--- src/hw/rtl/dsrl_pkg.sv ---
`timescale 1ns / 1ps
// ----------------------------------------------------------------------------
// dsrl_pkg
// shared types, constants and hash round for the sketch rate limiter
// ----------------------------------------------------------------------------
package dsrl_pkg;

    localparam int unsigned SLOTS_DEFAULT = 1024;

    localparam logic [63:0] HK0 = 64'h736f6d6570736575;
    localparam logic [63:0] HK1 = 64'h6c7967656e657261;
    localparam logic [63:0] HK2 = 64'h646f72616e646f6d;
    localparam logic [63:0] HK3 = 64'h7465646279746573;
    localparam logic [63:0] FIN_XOR = 64'h00000000000000ff;

    localparam logic [31:0] PEAK_RESET   = 32'd100;
    localparam logic [31:0] PERIOD_RESET = 32'd1024;

    localparam int unsigned CFG_IDX_W = 2;

    typedef enum logic [1:0] {
        OP_HIT   = 2'd0,
        OP_CLEAR = 2'd1,
        OP_REKEY = 2'd2,
        OP_NOP   = 2'd3
    } opcode_t;

    typedef enum logic [CFG_IDX_W-1:0] {
        CFG_PEAK     = 2'd0,
        CFG_PERIOD   = 2'd1,
        CFG_KEY_LOW  = 2'd2,
        CFG_KEY_HIGH = 2'd3
    } cfg_idx_t;

    typedef struct packed {
        logic [63:0] v0;
        logic [63:0] v1;
        logic [63:0] v2;
        logic [63:0] v3;
    } hash_state_t;

    // hash result handed to the counter engine
    typedef struct packed {
        opcode_t     op;
        logic [63:0] h1;
        logic [63:0] h2;
    } hash_res_t;

    function automatic logic [63:0] rotl(input logic [63:0] x, input int unsigned r);
        rotl = (x << r) | (x >> (64 - r));
    endfunction

    function automatic hash_state_t mix_round(input hash_state_t s);
        hash_state_t t;
        t = s;
        t.v0 = t.v0 + t.v1; t.v1 = rotl(t.v1, 13); t.v1 = t.v1 ^ t.v0;
        t.v0 = rotl(t.v0, 32);
        t.v2 = t.v2 + t.v3; t.v3 = rotl(t.v3, 16); t.v3 = t.v3 ^ t.v2;
        t.v0 = t.v0 + t.v3; t.v3 = rotl(t.v3, 21); t.v3 = t.v3 ^ t.v0;
        t.v2 = t.v2 + t.v1; t.v1 = rotl(t.v1, 17); t.v1 = t.v1 ^ t.v2;
        t.v2 = rotl(t.v2, 32);
        mix_round = t;
    endfunction

endpackage

--- src/hw/rtl/dsrl_hash.sv ---
`timescale 1ns / 1ps
// ----------------------------------------------------------------------------
// dsrl_hash
// iterative keyed hash, one mix round per cycle
// ----------------------------------------------------------------------------
module dsrl_hash (
    input  logic               clk,
    input  logic               rst_n,
    input  logic               start,
    input  dsrl_pkg::opcode_t  op,
    input  logic [63:0]        lo,
    input  logic [63:0]        hi,
    input  logic [63:0]        key0,
    input  logic [63:0]        key1,
    output logic               done,
    output dsrl_pkg::hash_res_t res
);
    import dsrl_pkg::*;

    // steps: 0 absorb lo, 1 absorb hi, 2..4 final rounds, 5 extra round
    logic        busy_reg, busy_next;
    logic [2:0]  step_reg, step_next;
    hash_state_t s_reg, s_next;
    logic [63:0] lo_reg, hi_reg, h1_reg, h1_next;
    opcode_t     op_reg;
    hash_state_t pre, post;

    always_comb
    begin
        pre = s_reg;
        if (step_reg == 3'd0)
            pre.v3 = s_reg.v3 ^ lo_reg;
        else if (step_reg == 3'd1)
            pre.v3 = s_reg.v3 ^ hi_reg;
        post = mix_round(pre);
        if (step_reg == 3'd0)
            post.v0 = post.v0 ^ lo_reg;
        else if (step_reg == 3'd1)
        begin
            post.v0 = post.v0 ^ hi_reg;
            post.v2 = post.v2 ^ FIN_XOR;
        end
    end

    always_comb
    begin
        busy_next = busy_reg;
        step_next = step_reg;
        s_next    = s_reg;
        h1_next   = h1_reg;
        done      = 1'b0;
        if (start)
        begin
            busy_next = 1'b1;
            step_next = 3'd0;
            s_next.v0 = key0;
            s_next.v1 = key1;
            s_next.v2 = HK0 ^ HK1 ^ key0;
            s_next.v3 = HK2 ^ HK3 ^ key1;
        end
        else if (busy_reg)
        begin
            s_next    = post;
            step_next = step_reg + 3'd1;
            if (step_reg == 3'd4)
                h1_next = post.v0 ^ post.v1 ^ post.v2 ^ post.v3;
            if (step_reg == 3'd5)
            begin
                busy_next = 1'b0;
                done      = 1'b1;
            end
        end
    end

    assign res.op = op_reg;
    assign res.h1 = h1_reg;
    assign res.h2 = post.v0 ^ post.v1 ^ post.v2 ^ post.v3;

    always_ff @(posedge clk or negedge rst_n)
    begin
        if (!rst_n)
        begin
            busy_reg <= 1'b0;
            step_reg <= 3'd0;
        end
        else
        begin
            busy_reg <= busy_next;
            step_reg <= step_next;
        end
    end

    always_ff @(posedge clk)
    begin
        s_reg  <= s_next;
        h1_reg <= h1_next;
        if (start)
        begin
            op_reg <= op;
            lo_reg <= (op == OP_REKEY) ? 64'd0 : lo;
            hi_reg <= (op == OP_REKEY) ? 64'd0 : hi;
        end
    end

    a_done_busy: assert property (@(posedge clk) disable iff (!rst_n)
        done |-> busy_reg) else $error("done without busy");
    a_no_restart: assert property (@(posedge clk) disable iff (!rst_n)
        start |-> !busy_reg) else $error("start while busy");
    a_step_range: assert property (@(posedge clk) disable iff (!rst_n)
        busy_reg |-> step_reg <= 3'd5) else $error("step overrun");

endmodule

--- config.mk ---
export PLATFORM = sky130hd
export DESIGN_NAME = dsrl_hash
export DESIGN_NICKNAME = d
export VERILOG_FILES = /design/src/hw/rtl/dsrl_pkg.sv /design/src/hw/rtl/dsrl_hash.sv
export SDC_FILE = /design/constraint.sdc
export NUM_CORES = 1
export LEC_CHECK = 0
export ABC_CLOCK_PERIOD_IN_PS = 10680
export BUFFER_PORTS_ARGS = -buffer_cell sky130_fd_sc_hd__buf_2
export CAP_MARGIN = 20
export CORE_MARGIN = 10
export CORE_UTILIZATION = 31
export CTS_BUF_LIST = sky130_fd_sc_hd__clkbuf_4
export CTS_CLUSTER_DIAMETER = 60
export DETAILED_ROUTE_END_ITERATION = 8
export PLACE_DENSITY = 0.5
export SYNTH_ARGS = -nofsm -noshare
export SYNTH_HDL_FRONTEND = slang
export SYNTH_SLANG_ARGS = --single-unit
--- constraint.sdc ---
create_clock -name clk -period 10.68 [get_ports clk]
set_clock_uncertainty 0.05 [all_clocks]
set_input_delay 1.602 -clock clk [delete_from_list [all_inputs] [get_ports clk]]
set_output_delay 1.602 -clock clk [all_outputs]
set_load 0.01 [all_outputs]
# Yosys cells after proc, flatten, opt, wreduce, memory -nomap -nowiden
# Index checks and enable logic that the tools add are counted.
[op_classes] add_sub_neg=5 n_eq_ne=4 mux=16 bitwise_logic=21 n_reduce_logical=3
[op_table] operator="64-bit bitwise XOR" count=11
[op_table] operator="256-bit 2-to-1 mux" count=2
[op_table] operator="64-bit adder" count=4
[op_table] operator="64-bit 2-to-1 mux" count=4
[op_table] operator="64-bit by 32-bit bitwise OR with 64-bit output" count=2
[op_table] operator="64-bit by 13-bit bitwise OR with 64-bit output" count=1
[op_table] operator="64-bit by 16-bit bitwise OR with 64-bit output" count=1
[op_table] operator="64-bit by 17-bit bitwise OR with 64-bit output" count=1
[op_table] operator="64-bit by 21-bit bitwise OR with 64-bit output" count=1
[op_table] operator="23-bit inverter" count=1
[op_table] operator="19-bit inverter" count=1
[op_table] operator="8-bit 2-to-1 mux" count=2
[op_table] operator="8-bit inverter" count=1
[op_table] operator="3-bit equality test (second input constant)" count=2
[op_table] operator="1-bit 2-to-1 mux" count=6
[op_table] operator="3-bit 2-to-1 mux" count=2
[op_table] operator="3-bit by 1-bit adder with 3-bit output (second input constant)" count=1
[op_table] operator="3-bit by 1-bit equality test with 1-bit output (second input constant)" count=1
[op_table] operator="3-bit logical NOT" count=1
[op_table] operator="3-bit AND reduction" count=1
[op_table] operator="2-bit equality test (second input constant)" count=1
[op_table] operator="2-bit nonzero test" count=1
[op_table] operator="1-bit inverter" count=1
[totals] reg_bits=454 in_bits=261 out_inout_bits=131

# Logic depth before layout (Yosys ltp)
# Gate-level depths: netlist of run 1.
[logic_depth] ltp_word=12 mapped_depth=34 mapped_depth_nobuf=31

# Least setup slack after synthesis of run 1
# Ideal clock, no wire load.
[synth_timing] path_type="register to output" from="register step_reg[0]" to="output res[63] in the netlist's numbering" arrival_time_ps=7696 required_ps=9028 slack_ps=1332 stages_incl_launch_ff=33 n_path_buf=3 path_cell_list="dfrtp_1 -> inv_1 -> ha_1 -> nor3b_1 -> clkbuf_1 -> clkbuf_1 -> a22o_1 -> xor2_1 -> ha_1 -> fa_1 -> a21oi_1 -> o211ai_1 -> a21boi_0 -> o211ai_1 -> or2_2 -> a31o_2 -> a31oi_1 -> o21ai_0 -> xor2_1 -> ha_1 -> clkbuf_1 -> a21oi_1 -> o21ai_0 -> a21oi_1 -> a211o_1 -> a21oi_1 -> a211o_1 -> a221o_1 -> a2111oi_2 -> o31ai_1 -> xnor2_1 -> xnor3_1 -> xnor2_1"
[synth_rtl] element="start: declaration" line_no="dsrl_hash.sv:22" text="logic [2:0] step_reg, step_next;"
[synth_rtl] element="start signal: assignment" line_no="dsrl_hash.sv:89" text="step_reg <= step_next;"
[synth_rtl] element="end: declaration" line_no="dsrl_hash.sv:16" text="output dsrl_pkg::hash_res_t res"

==> results of run 1 <==
## layout by cell type (no fill, tap or decap), types with 30 or more instances in the layout
master / n
xor2_2: 32
ha_1: 237
nand2_1: 342
xnor2_2: 49
nand4_1: 74
nor3_1: 30
a21oi_1: 269
nand3_1: 41
clkbuf_4: 202
xor2_1: 276
o21ai_0: 323
o21ai_1: 31
o21bai_1: 61
and2_1: 140
xnor2_1: 469
buf_4: 778
buf_2: 390
nor2_1: 133
inv_1: 106
a21o_1: 135
edfxtp_1: 450
## logic make-up after synthesis
family                   Yosys count  share of synthesized area [%]
XOR/XNOR                         848                           20.3
adder cells (fa/ha/maj)          259                           8.72
flip-flops                       454                           36.3
multiplexers                      18                          0.511
AO/OA/AOI/OAI                   1166                           19.8
AND/OR/NAND/NOR                  883                           11.4
buffers and inverters            289                           2.92
## synth_stat cells, types with 7 or more instances
master	count	area (um^2)
xnor2_1	515	4510
edfxtp_1	450	13500
nand2_1	347	1300
o21ai_0	341	1710
xor2_1	316	2770
a21oi_1	299	1500
ha_1	255	3190
clkbuf_1	164	616
and2_1	140	876
a21o_1	135	1010
nor2_1	134	503
inv_1	108	405
nand4_1	74	463
o21bai_1	62	465
nand3_1	42	210
a22oi_1	37	278
a21boi_0	33	248
nor3_1	31	155
a211oi_1	28	210
a22o_1	28	245
a31oi_1	27	169
and3_1	22	138
o21a_1	22	165
nor2b_1	20	125
o21ai_1	17	85.1
o31ai_1	17	128
nand2b_1	16	100
o211ai_1	15	113
and4_1	14	123
nor4_1	11	68.8
or2_2	11	68.8
buf_1	9	33.8
mux2_2	9	101
mux2i_1	9	90.1
or3_1	9	56.3
a221oi_1	8	70.1
xnor3_1	8	180
o221ai_1	7	61.3
## area by class of cell
class / count / area [um^2] / share of cell area (%)
diodes: 6 / 15.0 / 0.0298
clock buffers: 202 / 1520 / 3.01
clock inverters: 45 / 308 / 0.610
inverters: 108 / 407 / 0.807
multi-input cells: 3174 / 24300 / 48.2
flip-flops and latches: 454 / 13600 / 27.0
well taps: 1612 / 2020 / 4.00
repair buffers: 1192 / 8220 / 16.3
## timing repair
item / 4_1_cts / 5_1_grt
pin swaps: 32 / 55
gates resized for setup: 135 / 120
setup buffers: 30 / 18
endpoints found under the setup margin: 64 / 45
gates cloned: 2 / 0
## final timing paths
check                                             start                       to  slack [ns]
worst max-delay path            step_reg[1]$_DFFE_PN0P_                  res[49]        0.19
worst min-delay path                              rst_n       busy_reg$_DFF_PN0_        0.17
worst max register to register  step_reg[1]$_DFFE_PN0P_       pre[252]$_DFFE_PP_        1.48
worst min register to register  step_reg[1]$_DFFE_PN0P_  step_reg[1]$_DFFE_PN0P_        0.52
max in group asynchronous                         rst_n  step_reg[0]$_DFFE_PN0P_       10.28
min in group clk                step_reg[1]$_DFFE_PN0P_  step_reg[1]$_DFFE_PN0P_        0.52
## per-stage QoR
stage | setup slack (ns) | std cells | utilization, %
2_1_floorplan | 1.33 | 3917 | -
3_3_place_gp | -0.388 | 6489 | 39.0
3_5_place_dp | -0.473 | 6489 | 39.0
4_1_cts | -0.0105 | 6768 | 41.4
5_1_grt | -0.143 | 6789 | 42.0
6_report | 0.191 | 6793 | 42.0
## layer usage
metal	global-route usage [%]	part of all wire, %	wire [um]
met4	20.0	6.7	16600
met3	7.95	8.3	20600
met1	46.9	42	106000
met2	52.8	43	106000
met5	0	0.0052	13
## critical path: cells and delay by family (launching register included)
kind / cells / cell delay, ns
xor gates and xnor gates: 5 / 0.93
and+or+nand+nor: 2 / 0.26
buffers and inverters: 15 / 2.47
AOI/OAI and AO/OA: 14 / 2.78
DFF: 1 / 0.38
adders and majority gates: 3 / 0.79
==> flow_summary.toml, run 1 <==
[worst_setup_path]
end_kind = "primary output"
reg2reg_depth = 33
max_stage_delay_ns = 0.40
critPathRequiredTime_ns = 9.03
path_class = "reg2out"
crit_arrival_ns = 8.84
cp_slowest_cell = "a311o_1"
crit_path_max_fanout = 4
critPathLaunchType = "register"
cpMostUsedCell = "buf_4"

[detailed_routing]
ant_nets = 0
vias = 37533
drt_wl_total_um = 249000
post_drt_via_cell_ratio = 5.53
drc = 0
wire_per_inst_um = 36.7
first_pass_iters = 6
dr.first_iter.drc_count = 4220

[logic_synthesis]
ys_async_sr_fraction_pct = 0.881
synthesis.area_um2 = 37500
ys_types = 84
syn_inst = 3917
yosys_warnings = 0
yosysSeqAreaShare_pct = 36.3
synth_edf_count = 450
ys_seq_elements = 454
syn_avg_cell_area_um2 = 9.57
synth_flop_cell = "edfxtp_1"
syn_nets = 4437

[clock_network]
cts_tree = "done"
insertion_delay_ns = 1.22
cts_hold_buf = 0
cts_buffers = 143
root_buffer = "clkbuf_4"
cts_sinks = 454
cts.path.max_buffers = 3
h-tree-depth = 4
clkSlewWorstSetupHoldPaths_ns = 0.06

[cells_and_area]
largest_reg_flops = 192
stdcell_area_um2 = 50400
area_growth_pct = 34.5
nets = 5593
drive_above_1_share_pct = 32.7
fillerInstances = 12135

[global_route]
antenna_found_initial = 13
grt-ovfl-total = 0
track_usage_pct = 35.4
grt_max_degree = 129
grt_pass1_vias = 36471
grt_pass1_wl_um = 325000

[timing]
max-slew-margin-rel_pct = 11.6
period_minus_slack_ns = 10.49
setup_violations = 0
fmax_ghz = 0.0953
final_hold_viol_count = 0
rsz0062_at_grt = "yes"
tightest_slew_ns = 1.33
fin_setup_tns_ns = 0
min_period_over_period_pct = 98.2
drv_slew = 0
timing.hold.ws_ns = 0.174

[hold_path]
min_path_type = "in2async"

[floorplan]
dieArea_um2 = 135000
rows = 127
die_h_um = 368
coreArea_um2 = 120000
start_util_pct = 31.2
num_io_pins = 392
die_w_um = 368

[placement]
place_hpwl_um = 215000
io_buffers = 391
placed_cell_area_um2 = 46800
finalWeightedCongestion = 1.06

[job]
drv_cap = 0

[run_status]
status = "finished, final reports clean"
Power of run 1 is left out: the tool's default activity adds up to more than one toggle a clock period on the data nets, which glitch-free logic cannot reach.
==> inputs of run 2 (changes only) <==
- CORE_ASPECT_RATIO: default -> 0.9
- CORE_MARGIN: 10 -> 5
- GPL_TIMING_DRIVEN: default -> 0
==> run 2 against run 1 <==
Against the previous run: the flow now finishes with violations (negative setup slack); hold slack got worse by 0.0023 ns; die area decreased by 5.4%; core utilization decreased by 1.5 points; worst setup slack got worse by 0.39 ns; final area decreased by 3.1%; flip-flop and latch count unchanged; cell count decreased by 6.5%; critical path depth decreased by 12; global-route usage increased by 0.53 points; non-clock buffer count decreased by 428; critical endpoint is now res[31]; largest cell class unchanged.
==> flow_summary.toml, run 2 (synthesized netlist as in run 1, its figures left out) <==
[clock_network]
h-tree-depth = 4
cts_buffers = 138
insertion_delay_ns = 1.22
cts.path.max_buffers = 3
cts_sinks = 454
cts_hold_buf = 0
clkSlewWorstSetupHoldPaths_ns = 0.07
root_buffer = "clkbuf_4"
cts_tree = "done"

[global_route]
grt-ovfl-total = 0
grt_pass1_vias = 35097
track_usage_pct = 35.9
grt_pass1_wl_um = 309000
grt_max_degree = 102
antenna_found_initial = 14

[run_status]
violations = "negative setup slack"
status = "finished with violations"

[timing]
period_minus_slack_ns = 10.88
drv_slew = 0
final_hold_viol_count = 0
setup_violations = 4
tightest_slew_ns = 1.35
max-slew-margin-rel_pct = 9.57
finalWorstSetupSlack_ns = -0.196
min_period_over_period_pct = 102
fmax_ghz = 0.0919
rsz0062_at_grt = "yes"

[detailed_routing]
drt_wl_total_um = 239000
post_drt_via_cell_ratio = 5.82
vias = 36987
dr.first_iter.drc_count = 4870
ant_nets = 0
wire_per_inst_um = 37.6
drc = 0
first_pass_iters = 6

[worst_setup_path]
cp_slowest_cell = "ha_1"
critPathLaunchType = "register"
max_stage_delay_ns = 0.63
crit_path_max_fanout = 10
critPathRequiredTime_ns = 9.03
path_class = "reg2out"
crit_arrival_ns = 9.22
end_kind = "primary output"

[cells_and_area]
mostFrequentLayoutCells = "edfxtp_1 (450), xnor2_1 (415), buf_2 (399)"
area_growth_pct = 30.3
stdcell_area_um2 = 48900
nets = 5160
largest_reg_flops = 192
fillerInstances = 12247
layout.cells.most_common = "edfxtp_1"
drive_above_1_share_pct = 27.0

[hold_path]
min_path_type = "in2async"

[floorplan]
die_h_um = 340
dieArea_um2 = 128000
start_util_pct = 31.1
coreArea_um2 = 121000
rows = 121
die_w_um = 377
num_io_pins = 392

[placement]
io_buffers = 391
placed_cell_area_um2 = 42300
place_hpwl_um = 203000
finalWeightedCongestion = 1.12

[job]
drv_cap = 0
==> run 2: worst max-delay path, delay by kind of cell (launching register included) <==
family / cells / cell delay (ns)
compound gates: 12 / 3.17
xor+xnor: 5 / 1.32
simple gates: 5 / 1.26
fa+ha+maj: 2 / 1.06
buf+inv: 3 / 0.64
flops: 1 / 0.55
==> run 2: cell type report <==
class	instances	area (um^2)	share of cell area (%)
Clock inverter	52	367	0.750
Multi-Input combinational cell	3174	26000	53.3
Buffer	151	718	1.47
Inverter	108	405	0.830
Antenna cell	12	30.0	0.0615
Tap cell	1599	2000	4.09
Timing Repair Buffer	613	4280	8.75
Sequential cell	454	13600	27.9
Clock buffer	190	1430	2.92
==> run 2: per-layer routing <==
layer / vias to the layer above / global-route usage [%] / part of all wire (%)
li1: 15695 / - / -
met1: 18308 / 47.8 / 41
met2: 2449 / 51.1 / 41
met3: 529 / 9.81 / 11
met4: 6 / 23.4 / 8.0
met5: - / 0 / 0.014
==> run 2: path summary, 6_finish.rpt <==
kind	startpoint	slack, ns	to	cells after the start
max in group asynchronous	rst_n	10.27	busy_reg$_DFF_PN0_	1
worst min register to register	step_reg[1]$_DFFE_PN0P_	0.52	step_reg[1]$_DFFE_PN0P_	2
worst max-delay path	pre[156]$_DFFE_PP_	-0.20	res[31]	27
worst max register to register	step_reg[1]$_DFFE_PN0P_	0.98	pre[250]$_DFFE_PP_	30
worst min-delay path	rst_n	0.17	step_reg[2]$_DFFE_PN0P_	1
min in group clk	step_reg[1]$_DFFE_PN0P_	0.52	step_reg[1]$_DFFE_PN0P_	2
==> run 2: through the flow <==
stage,setup slack (ns),hold slack (ns),setup TNS [ns],util [%],instances
2_1_floorplan,1.33,0.463,0,-,3917
3_3_place_gp,-3.98,0.494,-856.53,34.4,5907
3_5_place_dp,-3.52,0.506,-342.79,35.1,5967
4_1_cts,-0.0248,0.0713,-0.0578,39.6,6306
5_1_grt,-0.270,0.0770,-1.99,40.5,6349
6_report,-0.196,0.172,-0.526,40.5,6353
==> run 2: timing repair <==
| item | CTS | global route |
|---|---|---|
| setup buffers | 117 | 39 |
| endpoints found under the setup margin | 270 | 58 |
| hold endpoints to repair | 0 | 0 |
| pin swaps | 75 | 33 |
| gates resized for setup | 424 | 129 |
| gates cloned | 0 | 0 |
Power of run 2 is left out for the same reason.
